==> src/rtl/rmsd_pkg.sv <==
// Shared constants and types for the rolling mean and standard deviation block.
// No dependencies; every other file of the block imports this package.
package rmsd_pkg;

    localparam int PRICE_W = 24;

    typedef logic [PRICE_W-1:0] price_t;

endpackage

==> src/rtl/rmsd_if.sv <==
// Valid/ready channel interfaces for price samples and statistics results.
// Depends on rmsd_pkg for the price width and type.
interface rmsd_price_if;
    import rmsd_pkg::*;

    logic   valid;
    logic   ready;
    price_t price;

    modport source (output valid, output price, input ready);
    modport sink (input valid, input price, output ready);
endinterface

interface rmsd_stats_if;
    import rmsd_pkg::*;

    logic   valid;
    logic   ready;
    logic   window_full;
    price_t mean;
    price_t sdev;

    modport source (output valid, output window_full, output mean,
                    output sdev, input ready);
    modport sink (input valid, input window_full, input mean,
                  input sdev, output ready);
endinterface

==> src/rtl/rolling_mean_stddev.sv <==
// Rolling mean and population standard deviation over the last WINDOW price samples.
// Depends on rmsd_pkg and the channel interfaces in rmsd_if.sv.
//
// Usage: each transaction on the samples channel carries one UQ16.8 price. For every
// sample one transaction leaves on the stats channel. Until WINDOW samples have been
// taken, window_full is low and both statistics are zero; after that the block gives
// floor(S/N) and the floor square root of floor((N*Q - S*S)/(N*N)).
// Work on one sample runs through a shift-and-add multiplier that retires one
// multiplier bit per cycle, a restoring divider that produces one quotient bit per
// cycle and a square root unit that produces one root bit per cycle.
// While the window fills, a sample runs only through the update of the square sum (a
// multiply by |new - oldest|) and the completion state. With a full window it runs in
// turn through the square sum update, the products N*Q and S*S, the divider, the
// square root unit and the completion state.
// A new sample is taken only in the idle state; the finished result sits in an output
// register, so the next sample is accepted while the receiver stalls. A result that
// finds the output register still full waits until it is taken.
// Reset empties the window, clears the sums and the fill count and drops any result.
module rolling_mean_stddev #(
    parameter int WINDOW = 20
) (
    input  logic clk,
    input  logic rst_n,
    rmsd_price_if.sink   samples,
    rmsd_stats_if.source stats
);
    import rmsd_pkg::*;

    localparam int PW         = PRICE_W;
    localparam int CW         = $clog2(WINDOW + 1);
    localparam int SW         = PW + $clog2(WINDOW);
    localparam int QW         = 2 * PW + $clog2(WINDOW);
    localparam int AW         = 2 * SW;
    localparam int VW         = 2 * PW;
    localparam int D2         = WINDOW * WINDOW;
    localparam int DW         = $clog2(D2 + 1);
    localparam int KW         = $clog2(AW + 1);
    localparam int MEAN_START = AW - SW;

    typedef enum logic [6:0] {
        ST_IDLE    = 7'b0000001,
        ST_SQUARES = 7'b0000010,
        ST_NQ      = 7'b0000100,
        ST_SS      = 7'b0001000,
        ST_DIV     = 7'b0010000,
        ST_SQRT    = 7'b0100000,
        ST_DONE    = 7'b1000000
    } state_t;

    state_t          state_reg, state_next;
    logic [CW-1:0]   fill_reg, fill_next;
    logic [SW-1:0]   sum_reg, sum_next;
    logic [QW-1:0]   sq_reg, sq_next;
    logic            ovalid_reg, ovalid_next;

    price_t          win_reg [WINDOW];
    logic [AW-1:0]   acc_reg, acc_next;
    logic [AW-1:0]   mcand_reg, mcand_next;
    logic [SW-1:0]   mplier_reg, mplier_next;
    logic            sub_reg, sub_next;
    logic [KW-1:0]   cnt_reg, cnt_next;
    logic [DW-1:0]   rem_reg, rem_next;
    logic [CW-1:0]   mrem_reg, mrem_next;
    logic [SW-1:0]   mq_reg, mq_next;
    logic [PW:0]     srem_reg, srem_next;
    price_t          root_reg, root_next;
    logic            full_reg, full_next;
    logic            ofull_reg, ofull_next;
    price_t          omean_reg, omean_next;
    price_t          ostd_reg, ostd_next;

    logic            accept;
    price_t          oldest;
    logic signed [PW:0] diff;
    logic [PW:0]     pair_sum;
    logic [AW-1:0]   mul_acc;
    logic            mul_done;
    logic [DW:0]     rem_sh;
    logic            var_ge;
    logic [CW:0]     mrem_sh;
    logic            mean_ge;
    logic [PW+2:0]   srem_sh;
    logic [PW+2:0]   trial;
    logic            root_ge;

    assign accept   = samples.valid && samples.ready;
    assign oldest   = (fill_reg == CW'(WINDOW)) ? win_reg[WINDOW-1] : '0;
    assign diff     = $signed({1'b0, samples.price}) - $signed({1'b0, oldest});
    assign pair_sum = {1'b0, samples.price} + {1'b0, oldest};
    assign mul_acc  = sub_reg ? (acc_reg - mcand_reg) : (acc_reg + mcand_reg);
    assign mul_done = (mplier_reg == '0);

    assign rem_sh   = {rem_reg, acc_reg[AW-1]};
    assign var_ge   = (rem_sh >= (DW+1)'(D2));
    assign mrem_sh  = {mrem_reg, mq_reg[SW-1]};
    assign mean_ge  = (mrem_sh >= (CW+1)'(WINDOW));
    assign srem_sh  = {srem_reg, acc_reg[VW-1 -: 2]};
    assign trial    = (PW+3)'({root_reg, 2'b01});
    assign root_ge  = (srem_sh >= trial);

    assign samples.ready     = (state_reg == ST_IDLE);
    assign stats.valid       = ovalid_reg;
    assign stats.window_full = ofull_reg;
    assign stats.mean        = omean_reg;
    assign stats.sdev        = ostd_reg;

    always_comb
    begin
        state_next  = state_reg;
        fill_next   = fill_reg;
        sum_next    = sum_reg;
        sq_next     = sq_reg;
        ovalid_next = ovalid_reg && !stats.ready;
        acc_next    = acc_reg;
        mcand_next  = mcand_reg;
        mplier_next = mplier_reg;
        sub_next    = sub_reg;
        cnt_next    = cnt_reg;
        rem_next    = rem_reg;
        mrem_next   = mrem_reg;
        mq_next     = mq_reg;
        srem_next   = srem_reg;
        root_next   = root_reg;
        full_next   = full_reg;
        ofull_next  = ofull_reg;
        omean_next  = omean_reg;
        ostd_next   = ostd_reg;

        unique case (state_reg)
            ST_IDLE:
            begin
                if (samples.valid)
                begin
                    // The square sum moves by new^2 - old^2 = (new - old) * (new + old).
                    sum_next    = sum_reg + $unsigned(SW'(diff));
                    acc_next    = AW'(sq_reg);
                    mcand_next  = AW'(pair_sum);
                    mplier_next = diff[PW] ? SW'(-diff) : SW'(diff);
                    sub_next    = diff[PW];
                    if (fill_reg != CW'(WINDOW))
                    begin
                        fill_next = fill_reg + CW'(1);
                    end
                    state_next = ST_SQUARES;
                end
            end
            ST_SQUARES:
            begin
                if (mul_done)
                begin
                    sq_next = acc_reg[QW-1:0];
                    if (fill_reg == CW'(WINDOW))
                    begin
                        acc_next    = '0;
                        mcand_next  = AW'(acc_reg[QW-1:0]);
                        mplier_next = SW'(WINDOW);
                        sub_next    = 1'b0;
                        state_next  = ST_NQ;
                    end
                    else
                    begin
                        full_next  = 1'b0;
                        mq_next    = '0;
                        root_next  = '0;
                        state_next = ST_DONE;
                    end
                end
                else
                begin
                    if (mplier_reg[0])
                    begin
                        acc_next = mul_acc;
                    end
                    mcand_next  = mcand_reg << 1;
                    mplier_next = mplier_reg >> 1;
                end
            end
            ST_NQ:
            begin
                if (mul_done)
                begin
                    mcand_next  = AW'(sum_reg);
                    mplier_next = sum_reg;
                    sub_next    = 1'b1;
                    state_next  = ST_SS;
                end
                else
                begin
                    if (mplier_reg[0])
                    begin
                        acc_next = mul_acc;
                    end
                    mcand_next  = mcand_reg << 1;
                    mplier_next = mplier_reg >> 1;
                end
            end
            ST_SS:
            begin
                if (mul_done)
                begin
                    rem_next   = '0;
                    mrem_next  = '0;
                    mq_next    = sum_reg;
                    cnt_next   = KW'(AW);
                    state_next = ST_DIV;
                end
                else
                begin
                    if (mplier_reg[0])
                    begin
                        acc_next = mul_acc;
                    end
                    mcand_next  = mcand_reg << 1;
                    mplier_next = mplier_reg >> 1;
                end
            end
            ST_DIV:
            begin
                rem_next = var_ge ? DW'(rem_sh - (DW+1)'(D2)) : rem_sh[DW-1:0];
                acc_next = {acc_reg[AW-2:0], var_ge};
                // The mean quotient needs only the sum's width, so it runs in the first steps.
                if (cnt_reg > KW'(MEAN_START))
                begin
                    mrem_next = mean_ge ? CW'(mrem_sh - (CW+1)'(WINDOW)) : mrem_sh[CW-1:0];
                    mq_next   = {mq_reg[SW-2:0], mean_ge};
                end
                if (cnt_reg == KW'(1))
                begin
                    srem_next  = '0;
                    root_next  = '0;
                    full_next  = 1'b1;
                    cnt_next   = KW'(PW);
                    state_next = ST_SQRT;
                end
                else
                begin
                    cnt_next = cnt_reg - KW'(1);
                end
            end
            ST_SQRT:
            begin
                srem_next = root_ge ? (PW+1)'(srem_sh - trial) : (PW+1)'(srem_sh);
                root_next = {root_reg[PW-2:0], root_ge};
                acc_next  = acc_reg << 2;
                if (cnt_reg == KW'(1))
                begin
                    state_next = ST_DONE;
                end
                else
                begin
                    cnt_next = cnt_reg - KW'(1);
                end
            end
            ST_DONE:
            begin
                if (!ovalid_reg || stats.ready)
                begin
                    ovalid_next = 1'b1;
                    ofull_next  = full_reg;
                    omean_next  = mq_reg[PW-1:0];
                    ostd_next   = root_reg;
                    state_next  = ST_IDLE;
                end
            end
            default:
            begin
                state_next = ST_IDLE;
            end
        endcase
    end

    always_ff @(posedge clk or negedge rst_n)
    begin
        if (!rst_n)
        begin
            state_reg  <= ST_IDLE;
            fill_reg   <= '0;
            sum_reg    <= '0;
            sq_reg     <= '0;
            ovalid_reg <= 1'b0;
        end
        else
        begin
            state_reg  <= state_next;
            fill_reg   <= fill_next;
            sum_reg    <= sum_next;
            sq_reg     <= sq_next;
            ovalid_reg <= ovalid_next;
        end
    end

    always_ff @(posedge clk)
    begin
        acc_reg    <= acc_next;
        mcand_reg  <= mcand_next;
        mplier_reg <= mplier_next;
        sub_reg    <= sub_next;
        cnt_reg    <= cnt_next;
        rem_reg    <= rem_next;
        mrem_reg   <= mrem_next;
        mq_reg     <= mq_next;
        srem_reg   <= srem_next;
        root_reg   <= root_next;
        full_reg   <= full_next;
        ofull_reg  <= ofull_next;
        omean_reg  <= omean_next;
        ostd_reg   <= ostd_next;
        if (accept)
        begin
            win_reg[0] <= samples.price;
            for (int i = 1; i < WINDOW; i++)
            begin
                win_reg[i] <= win_reg[i-1];
            end
        end
    end

`ifndef SYNTH
    // A result that raises stats.valid comes from the completion state.
    assert property (@(posedge clk) disable iff (!rst_n)
        $rose(stats.valid) |-> $past(state_reg == ST_DONE))
        else $error("result appeared outside the completion state");

    // A result register that is still full is never overwritten.
    assert property (@(posedge clk) disable iff (!rst_n)
        stats.valid && !stats.ready |=> $stable(stats.sdev) && $stable(stats.mean))
        else $error("stalled result was overwritten");

    // Without a full window the statistics are zero.
    assert property (@(posedge clk) disable iff (!rst_n)
        stats.valid && !stats.window_full |-> stats.mean == '0 && stats.sdev == '0)
        else $error("statistics reported before the window is full");

    // The fill count never passes the window length.
    assert property (@(posedge clk) disable iff (!rst_n)
        fill_reg <= CW'(WINDOW))
        else $error("fill count beyond the window length");

    // An accepted transaction always starts the square sum update.
    assert property (@(posedge clk) disable iff (!rst_n)
        accept |=> state_reg == ST_SQUARES)
        else $error("accepted sample did not start processing");
`endif

endmodule
==> src/flat_wrapper.sv <==
// flat-port wrapper written by rule: the top's interface ports become plain ports
module rolling_mean_stddev_flat import rmsd_pkg::*;
#(
    parameter int WINDOW = 20
)
  (clk, rst_n, samples_valid, samples_price, samples_ready, stats_valid, stats_window_full, stats_mean, stats_sdev, stats_ready);
  rmsd_price_if samples_i ();
  rmsd_stats_if stats_i ();
  input  logic clk;
  input  logic rst_n;
  input wire logic [$bits(samples_i.valid)-1:0] samples_valid;
  input wire logic [$bits(samples_i.price)-1:0] samples_price;
  output wire logic [$bits(samples_i.ready)-1:0] samples_ready;
  output wire logic [$bits(stats_i.valid)-1:0] stats_valid;
  output wire logic [$bits(stats_i.window_full)-1:0] stats_window_full;
  output wire logic [$bits(stats_i.mean)-1:0] stats_mean;
  output wire logic [$bits(stats_i.sdev)-1:0] stats_sdev;
  input wire logic [$bits(stats_i.ready)-1:0] stats_ready;
  assign samples_i.valid = samples_valid;
  assign samples_i.price = samples_price;
  assign samples_ready = samples_i.ready;
  assign stats_valid = stats_i.valid;
  assign stats_window_full = stats_i.window_full;
  assign stats_mean = stats_i.mean;
  assign stats_sdev = stats_i.sdev;
  assign stats_i.ready = stats_ready;
  rolling_mean_stddev #(.WINDOW(WINDOW)) u_core (.clk(clk), .rst_n(rst_n), .samples(samples_i), .stats(stats_i));
endmodule
==> config.mk <==
export PLATFORM = sky130hd
export DESIGN_NAME = rolling_mean_stddev_flat
export DESIGN_NICKNAME = d
export VERILOG_FILES = /design/src/rtl/rmsd_pkg.sv /design/src/rtl/rmsd_if.sv /design/src/rtl/rolling_mean_stddev.sv /design/src/flat_wrapper.sv
export SDC_FILE = /design/constraint.sdc
export NUM_CORES = 1
export LEC_CHECK = 0
export BUFFER_PORTS_ARGS = -buffer_cell sky130_fd_sc_hd__buf_4
export CAP_MARGIN = 20
export CELL_PAD_IN_SITES_DETAIL_PLACEMENT = 1
export CELL_PAD_IN_SITES_GLOBAL_PLACEMENT = 2
export CORE_UTILIZATION = 40
export DETAILED_ROUTE_END_ITERATION = 8
export PLACE_DENSITY_LB_ADDON = 0.1
export SLEW_MARGIN = 10
export SYNTH_ARGS = -nofsm -noshare
export SYNTH_HDL_FRONTEND = slang
export SYNTH_SLANG_ARGS = --single-unit
==> constraint.sdc <==
create_clock -name clk -period 12.8 [get_ports clk]
set_input_delay 2.56 -clock clk [delete_from_list [all_inputs] [get_ports clk]]
set_output_delay 2.56 -clock clk [all_outputs]
set_load 0.005 [all_outputs]
==> metrics.cfg <==
[yosys]
synth-async-reset-ratio_pct = 10.9
synth.distinct_cells = 85
synth_seq_area_share_pct = 62.2
synth_top_area_share_pct = 56.5
synthCells = 3364
syn_area_um2 = 41200
synth.most_common_cell = edfxtp_1
ys_top_cells_by_count = edfxtp_1 (774), nand2_1 (412), nor2_1 (257)
yosysWarnings = 0
synth_ff_type = edfxtp_1
synthDominantAreaCellType = edfxtp_1
ys_seq_elements = 869
netlist_top_cells_area = edfxtp_1 (56%), dfrtp_1 (5.7%), ha_1 (5.2%)
syn_avg_cell_area_um2 = 12.2
syn_nets = 3566
synth-edff-count = 774

[sta]
fmax_mhz = 149
drv_slew = 0
skew_ns = 0.0473
setup-violations-final = 0
hold_viol = 0
rsz0062_at_grt = no
setup_tns_ns = 0
min_period_ns = 6.71
period_share_pct = 52.4
slew_headroom_pct = 26.5
worstMarginPinSlew_ns = 1.09
worst_slack_ns = 6.09

[floorplanning]
fp-row-count = 117
die_area_um2 = 104000
start_util_pct = 40.4
core-area_um2 = 102000
die_x_um = 323
die_h_um = 323
ios = 79

[layout]
final_util_pct = 45.4
antennaDiodeCount = 0
largest_reg_flops = 480
drive_gt1_share_pct = 8.97
final_cells = 4880
areaGrowthSynthToFinish_pct = 12.5
fill_cells = 10600
final_net_count = 3637

[detailed_routing]
drt_drc_violations_left = 0
wl_per_cell_um = 22.0
ant_nets = 0
drt-initial-drc-count = 1969
wl_um = 107000
viasPerCell = 5.51
drt-pass1-iter-count = 8
route.vias.total = 26900

[outcome]
status = complete, no violations

[clock_tree]
cts_made_buffers = 94
ctsResizeCount = 0
clkSinkCount = 869
cts_hold_buf = 0
clk_path_buf_depth = 3
post_cts_buffers = 0
root_buffer = clkbuf_16
cts_tree = done
htreeDepth = 3
clkTransAtPathRegs_ns = 0.07
clk_latency_ns = 0.69

[flow_run]
cap_violations = 0

[place]
place_ws_ns = 5.50
place_congestion = 0.857
place_hpwl_um = 72200
dp.cells = 4707
io_buffers = 78

[global_routing]
antenna_found_initial = 0
grt_pass1_wl_um = 168000
grt_usage_pct = 20.8
grt_overflow = 0
grt_max_degree = 197
grt_pass1_vias = 28300

[worst_setup_path]
critical_path_class = in2reg
arrival_ns = 7.26
crit_fanout = 7
start_kind = input port
critPathRequiredTime_ns = 13.35
worst_setup_path_end_kind = flip-flop

[pwr]
p_leak_nw = 17.4
power_density_nw_per_um2 = 269
peakVddDrop_mv = 0.338

[hold_path]
hold_class = reg2reg

==> where the power goes <==
group | switching [W] | internal (W)
registers | 0.000607 | 0.00417
logic | 0.00308 | 0.00191
clock network | 0.00117 | 0.00150
==> area by class of cell <==
cell class | count | area [µm²] | area share, %
sequential | 869 | 25600 | 55.3
multi-input combinational | 2235 | 14600 | 31.5
clock buffer | 118 | 2490 | 5.38
tap | 1368 | 1710 | 3.70
timing repair buffer | 115 | 888 | 1.92
clock inverter | 55 | 533 | 1.15
inverter | 120 | 454 | 0.981
==> critical path: stages <==
cell and delay (ns):
buf_4 0.13, ha_1 0.39, nand2_1 0.10, o21ai_0 0.43
o41ai_4 0.24, o31ai_1 0.29, xor2_1 0.42, ha_1 0.39
a21o_1 0.21, a21o_1 0.18, a21oi_1 0.13, o21ai_0 0.15
nor4b_1 0.54, o31ai_1 0.25, a31oi_1 0.31, o21ai_0 0.12
a21oi_1 0.19, xor2_1 0.15, o21ai_0 0.08
==> routing by layer <==
layer	track usage (%)	wire, µm	vias to the layer above	part of all wire, %
met5	0	0	-	0
met4	6.71	3350	0	3.1
met3	2.69	3610	149	3.4
met2	33.5	49800	445	46
met1	29.0	50400	13600	47
li1	-	-	12700	-
==> cell families after synthesis <==
kind of cell | Yosys count | synth area share (%)
xor+xnor | 223 | 4.74
fa+ha+maj | 174 | 5.36
simple gates | 947 | 10.3
buf+inv | 260 | 2.53
flops | 869 | 62.2
compound gates | 839 | 13.5
mux | 52 | 1.33
==> per-stage QoR <==
step                      cell area [µm²]  total power [W]  hold WS (ns)
final                               46300           0.0124         0.398
after global routing                46300           0.0132         0.406
after CTS                           46300           0.0125         0.394
after detailed placement            43300          0.00980         0.405
after global placement              43300          0.00969         0.401
after floorplan                     41200          0.00842         0.400
==> layout by cell type (no fill, tap or decap), types with 24 or more instances in the layout <==
cell type / synthesis / routed
nor2_1: 257 / 252
a222oi_1: 57 / 57
xor2_1: 63 / 63
clkbuf_16: 0 / 94
nand2b_1: 30 / 30
mux2i_1: 29 / 29
nand3_1: 33 / 33
o21bai_1: 26 / 26
dfrtp_1: 94 / 94
a31oi_1: 34 / 34
buf_4: 4 / 113
edfxtp_1: 774 / 774
o21ai_0: 160 / 159
a21o_1: 86 / 86
nor3_1: 55 / 55
a211oi_1: 32 / 32
xnor2_1: 160 / 160
a22o_1: 32 / 32
o21a_1: 24 / 24
ha_1: 170 / 170
nand2_1: 412 / 409
a21oi_1: 251 / 250
inv_1: 119 / 118
==> path summary, 6_finish.rpt <==
kind                                                 start                               to  slack, ns  cells past startpoint
max in group asynchronous                            rst_n    u_core.sq_reg[26]$_DFFE_PN0P_       9.39                      3
min in group asynchronous                            rst_n    u_core.sq_reg[50]$_DFFE_PN0P_       1.86                      1
hold reg to reg            u_core.win_reg[6][18]$_DFFE_PP_  u_core.win_reg[6][42]$_DFFE_PP_       0.40                      0
setup / recovery                          samples_price[5]   u_core.sum_reg[26]$_DFFE_PN0P_       6.09                     19
setup reg to reg             u_core.mcand_reg[0]$_DFFE_PP_     u_core.acc_reg[56]$_DFFE_PP_       6.57                     22
hold / removal             u_core.win_reg[6][18]$_DFFE_PP_  u_core.win_reg[6][42]$_DFFE_PP_       0.40                      0
Note: power is estimated with default switching activity, not from simulation.
